`src/hw/rtl/btd_pkg.sv`:
```
package btd_pkg;

    localparam int COORD_W   = 12;
    localparam int PIXEL_W   = 16;
    localparam int CHAN_W    = 8;
    localparam int THR_W     = 4;
    localparam int ALPHA_W   = 8;
    localparam int MODE_W    = 2;
    localparam int CFG_IDX_W = 1;
    localparam int CFG_DATA_W = 8;

    // Register indexes of the configuration port.
    localparam logic [CFG_IDX_W-1:0] REG_BLEND_ALPHA = 1'b0;
    localparam logic [CFG_IDX_W-1:0] REG_OUTPUT_MODE = 1'b1;

    // Output modes; the unused code behaves as a plain pack.
    localparam logic [MODE_W-1:0] MODE_PLAIN = 2'd0;
    localparam logic [MODE_W-1:0] MODE_COLOR = 2'd1;
    localparam logic [MODE_W-1:0] MODE_MONO  = 2'd2;

    localparam logic [ALPHA_W-1:0] ALPHA_ZERO  = 8'h00;
    localparam logic [ALPHA_W-1:0] ALPHA_FULL  = 8'hFF;
    localparam logic [ALPHA_W-1:0] ALPHA_RESET = 8'hFF;
    localparam logic [MODE_W-1:0]  MODE_RESET  = MODE_COLOR;

    typedef struct packed {
        logic [ALPHA_W-1:0] alpha;
        logic [MODE_W-1:0]  mode;
    } cfg_t;

    // Blended channels and the thresholds still to be added, per pixel.
    typedef struct packed {
        logic [2:0][CHAN_W-1:0] chan;
        logic [2:0][THR_W-1:0]  thr;
        logic                   last;
    } blend_t;

    // Ordered dither thresholds, one packed row per table row; column 0 sits
    // in the lowest nibble.
    localparam logic [7:0][THR_W-1:0] THR_RED [8] = '{
        32'h62805371, 32'h26083517, 32'h71628053, 32'h17260835,
        32'h53716280, 32'h35172608, 32'h80537162, 32'h08351726
    };

    localparam logic [7:0][THR_W-1:0] THR_GREEN [8] = '{
        32'h22132231, 32'h04224022, 32'h22312213, 32'h40220422,
        32'h22132231, 32'h04224022, 32'h22312213, 32'h40220422
    };

    localparam logic [7:0][THR_W-1:0] THR_BLUE [8] = '{
        32'h17260835, 32'h71628053, 32'h35172608, 32'h53716280,
        32'h08351726, 32'h80537162, 32'h26083517, 32'h62805371
    };

endpackage

```
`src/hw/rtl/btd_stream_if.sv`:
```
interface btd_pix_if;
    logic                         valid;
    logic                         ready;
    logic [btd_pkg::COORD_W-1:0]  column;
    logic [btd_pkg::COORD_W-1:0]  row;
    logic [btd_pkg::PIXEL_W-1:0]  bottom_pixel;
    logic [btd_pkg::PIXEL_W-1:0]  top_pixel;
    logic                         last_pixel;

    modport source (
        output valid, column, row, bottom_pixel, top_pixel, last_pixel,
        input  ready
    );

    modport sink (
        input  valid, column, row, bottom_pixel, top_pixel, last_pixel,
        output ready
    );
endinterface

interface btd_res_if;
    logic                         valid;
    logic                         ready;
    logic [btd_pkg::PIXEL_W-1:0]  pixel_out;
    logic                         end_of_line;

    modport source (
        output valid, pixel_out, end_of_line,
        input  ready
    );

    modport sink (
        input  valid, pixel_out, end_of_line,
        output ready
    );
endinterface

```
`src/hw/rtl/btd_cfg.sv`:
```
module btd_cfg (
    input  logic                            clk,
    input  logic                            rst_n,
    input  logic                            wr_en,
    input  logic [btd_pkg::CFG_IDX_W-1:0]   wr_index,
    input  logic [btd_pkg::CFG_DATA_W-1:0]  wr_data,
    output btd_pkg::cfg_t                   cfg
);

    btd_pkg::cfg_t cfg_reg;
    btd_pkg::cfg_t cfg_next;

    always_comb
    begin
        cfg_next = cfg_reg;
        if (wr_en)
        begin
            case (wr_index)
                btd_pkg::REG_BLEND_ALPHA: cfg_next.alpha = wr_data;
                btd_pkg::REG_OUTPUT_MODE: cfg_next.mode  = wr_data[btd_pkg::MODE_W-1:0];
                default:                  cfg_next = cfg_reg;
            endcase
        end
    end

    always_ff @(posedge clk or negedge rst_n)
    begin
        if (!rst_n)
        begin
            cfg_reg.alpha <= btd_pkg::ALPHA_RESET;
            cfg_reg.mode  <= btd_pkg::MODE_RESET;
        end
        else
        begin
            cfg_reg <= cfg_next;
        end
    end

    assign cfg = cfg_reg;

endmodule

```
`src/hw/rtl/btd_blend.sv`:
```
module btd_blend (
    input  logic            clk,
    input  logic            rst_n,
    input  btd_pkg::cfg_t   cfg,
    btd_pix_if.sink         pixels,
    output logic            blend_valid,
    input  logic            blend_ready,
    output btd_pkg::blend_t blend_data
);

    localparam int WEIGHT_W = btd_pkg::ALPHA_W + 1;
    localparam int PROD_W   = 2 * btd_pkg::CHAN_W;

    // Stage 1: weighted products and thresholds.
    logic                                  s1_valid_reg;
    logic                                  s1_valid_next;
    logic                                  s1_ready;
    logic [2:0][PROD_W-1:0]                prod_bot_reg;
    logic [2:0][PROD_W-1:0]                prod_top_reg;
    logic [2:0][PROD_W-1:0]                prod_bot_next;
    logic [2:0][PROD_W-1:0]                prod_top_next;
    logic [2:0][btd_pkg::THR_W-1:0]        thr_reg;
    logic [2:0][btd_pkg::THR_W-1:0]        thr_next;
    logic                                  last_reg;

    // Stage 2: blended channels.
    logic                                  s2_valid_reg;
    logic                                  s2_valid_next;
    logic                                  s2_ready;
    btd_pkg::blend_t                       s2_data_reg;
    btd_pkg::blend_t                       s2_data_next;

    logic [2:0][btd_pkg::CHAN_W-1:0]       top_ch;
    logic [2:0][btd_pkg::CHAN_W-1:0]       bot_ch;
    logic [WEIGHT_W-1:0]                   top_weight;
    logic [WEIGHT_W-1:0]                   bot_weight;
    logic [2:0]                            tbl_row;
    logic [2:0]                            tbl_col;
    logic [btd_pkg::THR_W-1:0]             green_thr;

    assign s2_ready     = !s2_valid_reg || blend_ready;
    assign s1_ready     = !s1_valid_reg || s2_ready;
    assign pixels.ready = s1_ready;

    assign s1_valid_next = s1_ready ? pixels.valid : s1_valid_reg;
    assign s2_valid_next = s2_ready ? s1_valid_reg : s2_valid_reg;

    // The 5/6/5 fields land at the top of a byte.
    always_comb
    begin
        top_ch[0] = {pixels.top_pixel[15:11], 3'b000};
        top_ch[1] = {pixels.top_pixel[10:5], 2'b00};
        top_ch[2] = {pixels.top_pixel[4:0], 3'b000};
        bot_ch[0] = {pixels.bottom_pixel[15:11], 3'b000};
        bot_ch[1] = {pixels.bottom_pixel[10:5], 2'b00};
        bot_ch[2] = {pixels.bottom_pixel[4:0], 3'b000};
    end

    // Pass-through cases become weights of 256 and 0, so that the shift by
    // eight returns the chosen channel unchanged.
    always_comb
    begin
        if (pixels.top_pixel == pixels.bottom_pixel || cfg.alpha == btd_pkg::ALPHA_FULL)
        begin
            top_weight = WEIGHT_W'(256);
        end
        else if (cfg.alpha == btd_pkg::ALPHA_ZERO)
        begin
            top_weight = '0;
        end
        else
        begin
            top_weight = {1'b0, cfg.alpha};
        end
        bot_weight = WEIGHT_W'(256) - top_weight;
    end

    always_comb
    begin
        for (int i = 0; i < 3; i++)
        begin
            prod_top_next[i] = {{(PROD_W-btd_pkg::CHAN_W){1'b0}}, top_ch[i]}
                             * {{(PROD_W-WEIGHT_W){1'b0}}, top_weight};
            prod_bot_next[i] = {{(PROD_W-btd_pkg::CHAN_W){1'b0}}, bot_ch[i]}
                             * {{(PROD_W-WEIGHT_W){1'b0}}, bot_weight};
        end
    end

    assign tbl_row   = pixels.row[2:0];
    assign tbl_col   = pixels.column[2:0];
    assign green_thr = btd_pkg::THR_GREEN[tbl_row][tbl_col];

    always_comb
    begin
        case (cfg.mode)
            btd_pkg::MODE_COLOR:
            begin
                thr_next[0] = btd_pkg::THR_RED[tbl_row][tbl_col];
                thr_next[1] = green_thr;
                thr_next[2] = btd_pkg::THR_BLUE[tbl_row][tbl_col];
            end
            btd_pkg::MODE_MONO:
            begin
                thr_next[0] = {green_thr[btd_pkg::THR_W-2:0], 1'b0};
                thr_next[1] = green_thr;
                thr_next[2] = {green_thr[btd_pkg::THR_W-2:0], 1'b0};
            end
            default:
            begin
                thr_next = '0;
            end
        endcase
    end

    // Weights sum to 256 and channels stay below 256, so the sum fits.
    always_comb
    begin
        for (int i = 0; i < 3; i++)
        begin
            s2_data_next.chan[i] = 8'((prod_bot_reg[i] + prod_top_reg[i]) >> 8);
        end
        s2_data_next.thr  = thr_reg;
        s2_data_next.last = last_reg;
    end

    always_ff @(posedge clk or negedge rst_n)
    begin
        if (!rst_n)
        begin
            s1_valid_reg <= 1'b0;
            s2_valid_reg <= 1'b0;
        end
        else
        begin
            s1_valid_reg <= s1_valid_next;
            s2_valid_reg <= s2_valid_next;
        end
    end

    always_ff @(posedge clk)
    begin
        if (pixels.valid && s1_ready)
        begin
            prod_bot_reg <= prod_bot_next;
            prod_top_reg <= prod_top_next;
            thr_reg      <= thr_next;
            last_reg     <= pixels.last_pixel;
        end
        if (s1_valid_reg && s2_ready)
        begin
            s2_data_reg <= s2_data_next;
        end
    end

    assign blend_valid = s2_valid_reg;
    assign blend_data  = s2_data_reg;

endmodule

```
`src/hw/rtl/btd_dither.sv`:
```
module btd_dither (
    input  logic            clk,
    input  logic            rst_n,
    input  logic            blend_valid,
    output logic            blend_ready,
    input  btd_pkg::blend_t blend_data,
    btd_res_if.source       results
);

    logic                               out_valid_reg;
    logic                               out_valid_next;
    logic [btd_pkg::PIXEL_W-1:0]        pixel_reg;
    logic [btd_pkg::PIXEL_W-1:0]        pixel_next;
    logic                               eol_reg;
    logic [2:0][btd_pkg::CHAN_W-1:0]    sat_ch;
    logic [btd_pkg::CHAN_W:0]           sum;

    assign blend_ready    = !out_valid_reg || results.ready;
    assign out_valid_next = blend_ready ? blend_valid : out_valid_reg;

    // Threshold add saturates at full scale, then packing drops the low bits.
    always_comb
    begin
        for (int i = 0; i < 3; i++)
        begin
            sum = {1'b0, blend_data.chan[i]}
                + {{(btd_pkg::CHAN_W+1-btd_pkg::THR_W){1'b0}}, blend_data.thr[i]};
            sat_ch[i] = sum[btd_pkg::CHAN_W] ? {btd_pkg::CHAN_W{1'b1}}
                                             : sum[btd_pkg::CHAN_W-1:0];
        end
        pixel_next = {sat_ch[0][7:3], sat_ch[1][7:2], sat_ch[2][7:3]};
    end

    always_ff @(posedge clk or negedge rst_n)
    begin
        if (!rst_n)
        begin
            out_valid_reg <= 1'b0;
        end
        else
        begin
            out_valid_reg <= out_valid_next;
        end
    end

    always_ff @(posedge clk)
    begin
        if (blend_valid && blend_ready)
        begin
            pixel_reg <= pixel_next;
            eol_reg   <= blend_data.last;
        end
    end

    assign results.valid       = out_valid_reg;
    assign results.pixel_out   = pixel_reg;
    assign results.end_of_line = eol_reg;

endmodule

```
`src/hw/rtl/blend_then_dither_rgb565.sv`:
```
// Path: an accepted word is registered in the products, blend and dither-and-pack stages in turn,
// and is offered as a result from the dither-and-pack stage register.
// Throughput: one word per clock; each stage advances when the one after it has room.
// Reset clears the stage valid bits and loads alpha 255 and the color dither mode.
module blend_then_dither_rgb565 (
    input  logic                            clk,
    input  logic                            rst_n,
    btd_pix_if.sink                         pixels,
    btd_res_if.source                       results,
    input  logic                            wr_en,
    input  logic [btd_pkg::CFG_IDX_W-1:0]   wr_index,
    input  logic [btd_pkg::CFG_DATA_W-1:0]  wr_data
);

    btd_pkg::cfg_t   cfg;
    logic            blend_valid;
    logic            blend_ready;
    btd_pkg::blend_t blend_data;

    btd_cfg u_cfg (
        .clk      (clk),
        .rst_n    (rst_n),
        .wr_en    (wr_en),
        .wr_index (wr_index),
        .wr_data  (wr_data),
        .cfg      (cfg)
    );

    btd_blend u_blend (
        .clk         (clk),
        .rst_n       (rst_n),
        .cfg         (cfg),
        .pixels      (pixels),
        .blend_valid (blend_valid),
        .blend_ready (blend_ready),
        .blend_data  (blend_data)
    );

    btd_dither u_dither (
        .clk         (clk),
        .rst_n       (rst_n),
        .blend_valid (blend_valid),
        .blend_ready (blend_ready),
        .blend_data  (blend_data),
        .results     (results)
    );

endmodule

```
`src/flat_wrapper.sv`:
```
// flat-port wrapper written by rule: the top's interface ports become plain ports
module blend_then_dither_rgb565_flat 
  (clk, rst_n, wr_en, wr_index, wr_data, pixels_valid, pixels_column, pixels_row, pixels_bottom_pixel, pixels_top_pixel, pixels_last_pixel, pixels_ready, results_valid, results_pixel_out, results_end_of_line, results_ready);
  btd_pix_if pixels_i ();
  btd_res_if results_i ();
  input  logic clk;
  input  logic rst_n;
  input  logic wr_en;
  input  logic [btd_pkg::CFG_IDX_W-1:0] wr_index;
  input  logic [btd_pkg::CFG_DATA_W-1:0] wr_data;
  input wire logic [$bits(pixels_i.valid)-1:0] pixels_valid;
  input wire logic [$bits(pixels_i.column)-1:0] pixels_column;
  input wire logic [$bits(pixels_i.row)-1:0] pixels_row;
  input wire logic [$bits(pixels_i.bottom_pixel)-1:0] pixels_bottom_pixel;
  input wire logic [$bits(pixels_i.top_pixel)-1:0] pixels_top_pixel;
  input wire logic [$bits(pixels_i.last_pixel)-1:0] pixels_last_pixel;
  output wire logic [$bits(pixels_i.ready)-1:0] pixels_ready;
  output wire logic [$bits(results_i.valid)-1:0] results_valid;
  output wire logic [$bits(results_i.pixel_out)-1:0] results_pixel_out;
  output wire logic [$bits(results_i.end_of_line)-1:0] results_end_of_line;
  input wire logic [$bits(results_i.ready)-1:0] results_ready;
  assign pixels_i.valid = pixels_valid;
  assign pixels_i.column = pixels_column;
  assign pixels_i.row = pixels_row;
  assign pixels_i.bottom_pixel = pixels_bottom_pixel;
  assign pixels_i.top_pixel = pixels_top_pixel;
  assign pixels_i.last_pixel = pixels_last_pixel;
  assign pixels_ready = pixels_i.ready;
  assign results_valid = results_i.valid;
  assign results_pixel_out = results_i.pixel_out;
  assign results_end_of_line = results_i.end_of_line;
  assign results_i.ready = results_ready;
  blend_then_dither_rgb565 u_core (.clk(clk), .rst_n(rst_n), .pixels(pixels_i), .results(results_i), .wr_en(wr_en), .wr_index(wr_index), .wr_data(wr_data));
endmodule
```
`config.mk`:
```
export PLATFORM = sky130hd
export DESIGN_NAME = blend_then_dither_rgb565_flat
export DESIGN_NICKNAME = d
export VERILOG_FILES = /design/src/hw/rtl/btd_pkg.sv /design/src/hw/rtl/btd_stream_if.sv /design/src/hw/rtl/btd_cfg.sv /design/src/hw/rtl/btd_blend.sv /design/src/hw/rtl/btd_dither.sv /design/src/hw/rtl/blend_then_dither_rgb565.sv /design/src/flat_wrapper.sv
export SDC_FILE = /design/constraint.sdc
export NUM_CORES = 1
export LEC_CHECK = 0
export ABC_AREA = 1
export BUFFER_PORTS_ARGS = -buffer_cell sky130_fd_sc_hd__buf_4
export CAP_MARGIN = 20
export CELL_PAD_IN_SITES_DETAIL_PLACEMENT = 1
export CELL_PAD_IN_SITES_GLOBAL_PLACEMENT = 2
export CORE_UTILIZATION = 40
export DETAILED_ROUTE_END_ITERATION = 16
export GPL_TIMING_DRIVEN = 1
export PLACE_DENSITY = 0.86
export SETUP_SLACK_MARGIN = 0.05
export SYNTH_ARGS = -nofsm -noshare
export SYNTH_HDL_FRONTEND = slang
export SYNTH_SLANG_ARGS = --single-unit
export TNS_END_PERCENT = 10
```
`constraint.sdc`:
```
create_clock -name clk -period 7.2 [get_ports clk]
set_input_delay 1.08 -clock clk [delete_from_list [all_inputs] [get_ports clk]]
set_output_delay 1.08 -clock clk [all_outputs]
set_load 0.01 [all_outputs]
```
==> flow_summary.rst, run 1 <==
.. list-table::
   :header-rows: 1

   * - Metric
     - Value
   * - # rows
     - 72
   * - Post-Synthesis Cells
     - 1805
   * - Count of flip-flops with a built-in enable after synthesis
     - 145
   * - Master of the slowest instance on the critical path
     - sky130_fd_sc_hd__nor4_1
   * - Setup fix buffers added after clock tree synthesis
     - 0
   * - Synthesized net count
     - 2189
   * - Via count of the first global-routing pass
     - 13270
   * - Starting density of the core
     - 40.72%
   * - Number of violations of the max-capacitance limit
     - 0
   * - Overflow after GRT
     - 0
   * - Final Skew
     - 14.13 ps
   * - Crit path largest cell delay
     - 670 ps
   * - Shortest clock period the worst path allows after layout
     - 6419 ps
   * - Aggregate routed wire length
     - 42800 um
   * - Number of I/O port buffers
     - 71
   * - Transition time at the pin with the least slew margin
     - 833.4 ps
   * - Die outline height
     - 200.8 um
   * - Number of fill cells in the layout
     - 4641
   * - Top post-synthesis cells by area
     - sky130_fd_sc_hd__edfxtp_1 (28%), sky130_fd_sc_hd__fa_1 (17%), sky130_fd_sc_hd__ha_1 (14%), sky130_fd_sc_hd__nand2_1 (7.7%), sky130_fd_sc_hd__inv_1 (7.6%)
   * - Combined global-route utilization of all metal layers
     - 22.38%
   * - Most common cell on crit path
     - sky130_fd_sc_hd__nand2_1
   * - Post-CTS sizing
     - 0
   * - Number of placed instances with taps included
     - 2394
   * - CTS clk-pin slew, worst paths
     - 70 ps
   * - Setup tns final
     - 0 ps
   * - Full die area
     - 40330 um^2
   * - Synthesis Warnings
     - 0
   * - Synthesized area per cell
     - 8.760 um^2
   * - Outcome
     - finished, final reports clean
   * - Number of ports placed on the die boundary
     - 90
   * - Achievable Freq
     - 155.8 MHz
   * - Startpoint type of the worst setup path
     - register
   * - Detailed-placement wirelength estimate
     - 35170 um
   * - Via count normalized by instance count
     - 5.042
   * - Crit. End Element
     - register
   * - Most common cell after layout, fill and taps aside
     - sky130_fd_sc_hd__nand2_1
   * - Number of buffers on the longest clock path
     - 2
   * - Clock tree from TritonCTS
     - yes
   * - Placeable core area
     - 38830 um^2
   * - Post-Layout Cell Count
     - 2426
   * - Arrival time reported for the critical path endpoint
     - 6630 ps
   * - Library cell with the largest summed area after synthesis
     - sky130_fd_sc_hd__edfxtp_1
   * - Hold crit path type
     - reg -> reg
   * - Ratio of cells with drive above 1 in the final layout
     - 11.43%
   * - Remaining max-slew budget at the tightest pin
     - 44.44%
   * - Maximum number of pins on one net before global-route repair
     - 64
   * - Initial antenna violation count
     - 1
   * - Maximum resistive drop on vdd
     - 177.7 uV
   * - Final slew viol count
     - 0
   * - Number of buffers created by CTS
     - 17
   * - Leading cell types in the layout, fill and taps excluded
     - sky130_fd_sc_hd__nand2_1 (326), sky130_fd_sc_hd__inv_1 (318), sky130_fd_sc_hd__nor2_1 (222), sky130_fd_sc_hd__ha_1 (177), sky130_fd_sc_hd__edfxtp_1 (145)
   * - Drt initial violations
     - 422
   * - Mapped Area
     - 15810 um^2
   * - Met3 WL post-DR
     - 1927 um
   * - Hold bufs inserted after CTS
     - 0
   * - Number of clock sinks
     - 158
   * - Final count of negative-setup-slack endpoints
     - 0
   * - Share of the clock period used by the worst path after layout
     - 89.15%
   * - CP max FO
     - 17
   * - RePlAce Congestion
     - 0.8636
   * - Part of the Yosys area used for sequential elements
     - 29.67%
   * - Global-route wire length before repair
     - 69660 um
   * - Number of synthesized register bits
     - 158
   * - Buffer type at the clock tree root
     - sky130_fd_sc_hd__clkbuf_16
   * - Number of remaining DRC errors
     - 0
   * - Latest clock arrival within the worst-skew pair
     - 470 ps
   * - Drt first pass iters
     - 6
   * - Fraction of registers with async set/reset
     - 8.228%
   * - Met1 routed wirelength after detailed routing
     - 18820 um
   * - Vias after detailed routing
     - 12230
   * - Leakage power
     - 8.912 nW
   * - Average detailed-routed wire length per instance
     - 17.64 um
   * - Required time worst endpoint
     - 7410 ps
   * - Chip width
     - 200.8 um
   * - Unique masters post-synth
     - 50
   * - Number of nets in the layout
     - 2279
   * - Yosys top cell area share
     - 27.54%
   * - Post-DRT Antenna Nets
     - 0
   * - N_diodes
     - 0
   * - Hold Vio Cnt, Final
     - 0
   * - Uppermost layer routed
     - met5
   * - Layout Area Growth over Synthesis
     - 11.99%
   * - Amount of wire on met2 after detailed routing
     - 20710 um
   * - Critical path class
     - reg -> reg
   * - Setup repair after global routing missed its margin
     - no
   * - Total power density per cell area
     - 357.8 nW/um^2
   * - H-tree lvl count
     - 4
   * - Flip-flop cell with the highest count after synthesis
     - sky130_fd_sc_hd__edfxtp_1
[cells in the mapped netlist (all sizes together) (9+ instances only)]
cell type	n
a31oi	9
inv	347
ha	177
nor2	247
nand2	335
xor2	66
dfstp	9
fa	136
xnor2	32
clkbuf	19
o21ai	61
a21oi	95
buf	13
edfxtp	145
nand3	59
[layout make-up]
class	instances	area, um^2	area share (%)
clock buffers	17	425.4	2.402
clock inverters	15	193.9	1.095
inverters	350	1321	7.462
multi-input cells	1265	9654	54.52
flip-flops and latches	158	4691	26.49
well taps	518	648.1	3.660
repair buffers	103	773.2	4.367
[power breakdown]
group          leakage (nW)  total (mW)  internal [mW]  switching, mW
sequential             1.56        1.79           1.63          0.162
combinational          7.05        3.58           1.42           2.16
clock                 0.302       0.971          0.556          0.415
[metrics by stage]
stage	cell area [um^2]	hold WS (ps)	power (mW)	util, %	setup slack [ps]
2_1_floorplan	15810	400.3	4.332	-	1078
3_3_place_gp	17090	400.7	5.237	44.01	637.0
3_5_place_dp	17090	405.2	5.404	44.01	541.5
4_1_cts	17710	421.3	6.436	45.60	880.5
5_1_grt	17710	431.9	6.944	45.60	458.9
6_report	17710	419.1	6.336	45.60	781.3
[logic make-up (layout without fill, tap and decap cells)]
logic type | Yosys count | count (layout) | synth area share [%]
flops | 158 | 158 | 29.67
xor+xnor | 98 | 98 | 5.476
fa+ha+maj | 313 | 313 | 31.23
buf+inv | 382 | 485 | 9.298
simple gates | 659 | 659 | 17.51
compound gates | 195 | 195 | 6.821
[critical path: cells and delay by family, from the launching register on]
kind / cells / cell delay (ps)
DFF: 1 / 560
buffers and inverters: 5 / 620
and+or+nand+nor: 16 / 2670
xor gates and xnor gates: 1 / 140
adders and majority gates: 4 / 1890
AOI/OAI and AO/OA: 2 / 280
[metal layers]
metal / vias to the layer above / GRT usage, %
li1: 5888 / -
met1: 6043 / 27.77
met3: 71 / 5.032
met5: - / 0
met4: 2 / 8.615
met2: 228 / 37.85
[worst paths after layout]
kind	start	endpoint	slack (ps)	cells past startpoint
worst max-delay path	u_core.u_cfg.cfg[4]	u_core.u_blend.prod_bot_reg[30]	780	28
worst min-delay path	u_core.u_blend.blend_data[0]	u_core.u_dither.results.end_of_line	420	0
worst max register to register	u_core.u_cfg.cfg[4]	u_core.u_blend.prod_bot_reg[30]	780	28
worst min register to register	u_core.u_blend.blend_data[0]	u_core.u_dither.results.end_of_line	420	0
max in group asynchronous	rst_n	u_core.u_cfg.cfg[5]	6460	1
min in group asynchronous	rst_n	u_core.u_blend.blend_valid	470	1
No activity file was read; power rests on OpenSTA's default activity.
==> inputs of run 2 (changes only) <==
--- a/config.mk
+++ b/config.mk
@@ -14,6 +14,7 @@
 export DETAILED_ROUTE_END_ITERATION = 16
 export GPL_TIMING_DRIVEN = 1
 export PLACE_DENSITY = 0.86
+export REMOVE_ABC_BUFFERS = 1
 export SETUP_SLACK_MARGIN = 0.05
 export SYNTH_ARGS = -nofsm -noshare
 export SYNTH_HDL_FRONTEND = slang
==> flow_summary.rst, run 2 (synthesis gave the netlist of run 1 again) <==
.. list-table::
   :header-rows: 1

   * - Metric
     - Value
   * - Startpoint type of the worst setup path
     - input pin
   * - Final Skew
     - 15.39 ps
   * - Post-DRT Antenna Nets
     - 0
   * - # rows
     - 72
   * - Placeable core area
     - 38830 um^2
   * - Final core utilization
     - 45.52%
   * - Number of fill cells in the layout
     - 4586
   * - Placement-stage cell area
     - 17070 um^2
   * - H-tree lvl count
     - 4
   * - Sequential cell area in the final layout
     - 4691 um^2
   * - Number of clock sinks
     - 158
   * - Overflow after GRT
     - 0
   * - Drt initial violations
     - 418
   * - Final slew viol count
     - 0
   * - Detailed-placement wirelength estimate
     - 34920 um
   * - Full die area
     - 40330 um^2
   * - Post-CTS sizing
     - 0
   * - Buffer type at the clock tree root
     - sky130_fd_sc_hd__clkbuf_16
   * - Setup repair after global routing missed its margin
     - no
   * - Number of placed instances with taps included
     - 2392
   * - Vias after detailed routing
     - 12140
   * - Via count of the first global-routing pass
     - 13340
   * - Arrival time reported for the critical path endpoint
     - 6320 ps
   * - Crit path largest cell delay
     - 550 ps
   * - Required time worst endpoint
     - 7410 ps
   * - N_diodes
     - 0
   * - Number of ports placed on the die boundary
     - 90
   * - Remaining max-slew budget at the tightest pin
     - 44.01%
   * - Maximum number of pins on one net before global-route repair
     - 62
   * - Leading cell types in the layout, fill and taps excluded
     - sky130_fd_sc_hd__nand2_1 (326), sky130_fd_sc_hd__inv_1 (318), sky130_fd_sc_hd__nor2_1 (222), sky130_fd_sc_hd__ha_1 (177), sky130_fd_sc_hd__edfxtp_1 (145)
   * - Maximum resistive drop on vdd
     - 176.6 uV
   * - Clock tree from TritonCTS
     - yes
   * - Average detailed-routed wire length per instance
     - 18.01 um
   * - Layout Area Growth over Synthesis
     - 11.78%
   * - Transition time at the pin with the least slew margin
     - 839.8 ps
   * - Setup fix buffers added after clock tree synthesis
     - 0
   * - Initial antenna violation count
     - 0
   * - Number of violations of the max-capacitance limit
     - 0
   * - Latest clock arrival within the worst-skew pair
     - 450 ps
   * - Family of cells with the greatest summed delay on the critical path
     - simple AND/OR/NAND/NOR gates
   * - Master of the slowest instance on the critical path
     - sky130_fd_sc_hd__fa_1
   * - Total power density per cell area
     - 357.0 nW/um^2
   * - Achievable Freq
     - 163.6 MHz
   * - Via count normalized by instance count
     - 5.010
   * - Number of remaining DRC errors
     - 0
   * - Starting density of the core
     - 40.72%
   * - Final instance area
     - 17670 um^2
   * - Crit. End Element
     - register
   * - Chip width
     - 200.8 um
   * - CP max FO
     - 9
   * - Combined global-route utilization of all metal layers
     - 22.68%
   * - Hold crit path type
     - reg -> reg
   * - Setup tns final
     - 0 ps
   * - CTS clk-pin slew, worst paths
     - 80 ps
   * - Hold bufs inserted after CTS
     - 0
   * - Global-route wire length before repair
     - 70860 um
   * - Leakage power
     - 8.894 nW
   * - Most common cell after layout, fill and taps aside
     - sky130_fd_sc_hd__nand2_1
   * - Final count of negative-setup-slack endpoints
     - 0
   * - Hold Vio Cnt, Final
     - 0
   * - Post-Layout Cell Count
     - 2424
   * - Outcome
     - finished, final reports clean
   * - Critical path class
     - in -> reg
   * - Number of buffers on the longest clock path
     - 2
   * - Shortest clock period the worst path allows after layout
     - 6111 ps
   * - Share of the clock period used by the worst path after layout
     - 84.88%
   * - Drt first pass iters
     - 5
   * - Number of I/O port buffers
     - 71
   * - Ratio of cells with drive above 1 in the final layout
     - 11.33%
   * - Number of nets in the layout
     - 2277
   * - Die outline height
     - 200.8 um
   * - Aggregate routed wire length
     - 43650 um
   * - Number of buffers created by CTS
     - 17
   * - Multi-input gate area in the final layout
     - 9654 um^2
   * - Crit path buffers/inverters
     - 7
   * - RePlAce Congestion
     - 0.8481
run 2: cell types whose count changed in the layout (fill, tap and decap cells not counted):
cell	delta
sky130_fd_sc_hd__inv_6	-3
sky130_fd_sc_hd__buf_4	-2
sky130_fd_sc_hd__clkinv_4	+2
sky130_fd_sc_hd__bufinv_16	-1
sky130_fd_sc_hd__clkinv_2	+1
sky130_fd_sc_hd__clkinv_8	+1
run 2: area by class of cell:
cell class                      count  area share (%)
Multi-Input combinational cell   1265           54.62
Clock buffer                       17           2.407
Timing Repair Buffer              101           4.290
Tap cell                          518           3.667
Sequential cell                   158           26.54
Inverter                          350           7.476
Clock inverter                     15          0.9982
run 2: per-layer routing:
metal  track usage [%]  routed length (um)
met1             28.77               19220
met2             40.51               21950
met3             2.938                1664
met4             6.052                 816
met5                 0                   0
run 2: path summary, 6_finish.rpt:
path	startpoint	to	cells past startpoint	slack (ps)
max	pixels_bottom_pixel[6]	u_core.u_blend.prod_bot_reg[31]	31	1090
min	u_core.u_blend.s2_data_next[3]	u_core.u_blend.blend_data[3]	0	420
max reg2reg	u_core.u_cfg.cfg[6]	u_core.u_blend.prod_bot_reg[31]	26	1440
min reg2reg	u_core.u_blend.s2_data_next[3]	u_core.u_blend.blend_data[3]	0	420
max in group asynchronous	rst_n	u_core.u_cfg.cfg[2]	1	6480
min in group asynchronous	rst_n	u_core.u_blend.s1_valid_reg	1	470
run 2: report_power, final:
group	total, mW	internal [mW]	switching, mW	leakage (nW)
clock	0.945	0.522	0.423	0.293
combinational	3.57	1.42	2.15	7.04
sequential	1.79	1.63	0.167	1.56
total	6.31	3.57	2.74	8.89
run 2: worst register-to-register path: stages, from the launching register on:
cell                       delay [ps]
sky130_fd_sc_hd__dfstp_2          540
sky130_fd_sc_hd__inv_1             80
sky130_fd_sc_hd__nor4_1           300
sky130_fd_sc_hd__nand2_1          270
sky130_fd_sc_hd__nand2_8          200
sky130_fd_sc_hd__nor2_4            50
sky130_fd_sc_hd__clkinv_2         150
sky130_fd_sc_hd__ha_1             210
sky130_fd_sc_hd__nand2_2           90
sky130_fd_sc_hd__nor2_2           140
sky130_fd_sc_hd__nand2_1           90
sky130_fd_sc_hd__o21ai_1          150
sky130_fd_sc_hd__nand2_2          190
sky130_fd_sc_hd__nor2_1           200
sky130_fd_sc_hd__fa_1             440
sky130_fd_sc_hd__fa_1             550
sky130_fd_sc_hd__inv_1             50
sky130_fd_sc_hd__fa_1             500
sky130_fd_sc_hd__inv_1             50
sky130_fd_sc_hd__ha_1             330
sky130_fd_sc_hd__inv_1             70
sky130_fd_sc_hd__nor3_1           260
sky130_fd_sc_hd__nand3_1          110
sky130_fd_sc_hd__nand4_1          130
sky130_fd_sc_hd__xor2_1           190
sky130_fd_sc_hd__xnor2_1          140
sky130_fd_sc_hd__inv_1             60
run 2: metrics by stage:
| step | hold slack (ps) | total power, mW | worst slack, ps |
|---|---|---|---|
| final | 422.4 | 6.310 | 1089 |
| after global routing | 433.3 | 6.908 | 632.9 |
| after CTS | 423.6 | 6.401 | 1097 |
| after detailed placement | 412.0 | 5.404 | 625.6 |
| after global placement | 403.0 | 5.233 | 704.9 |
| after floorplan | 400.3 | 4.314 | 1329 |
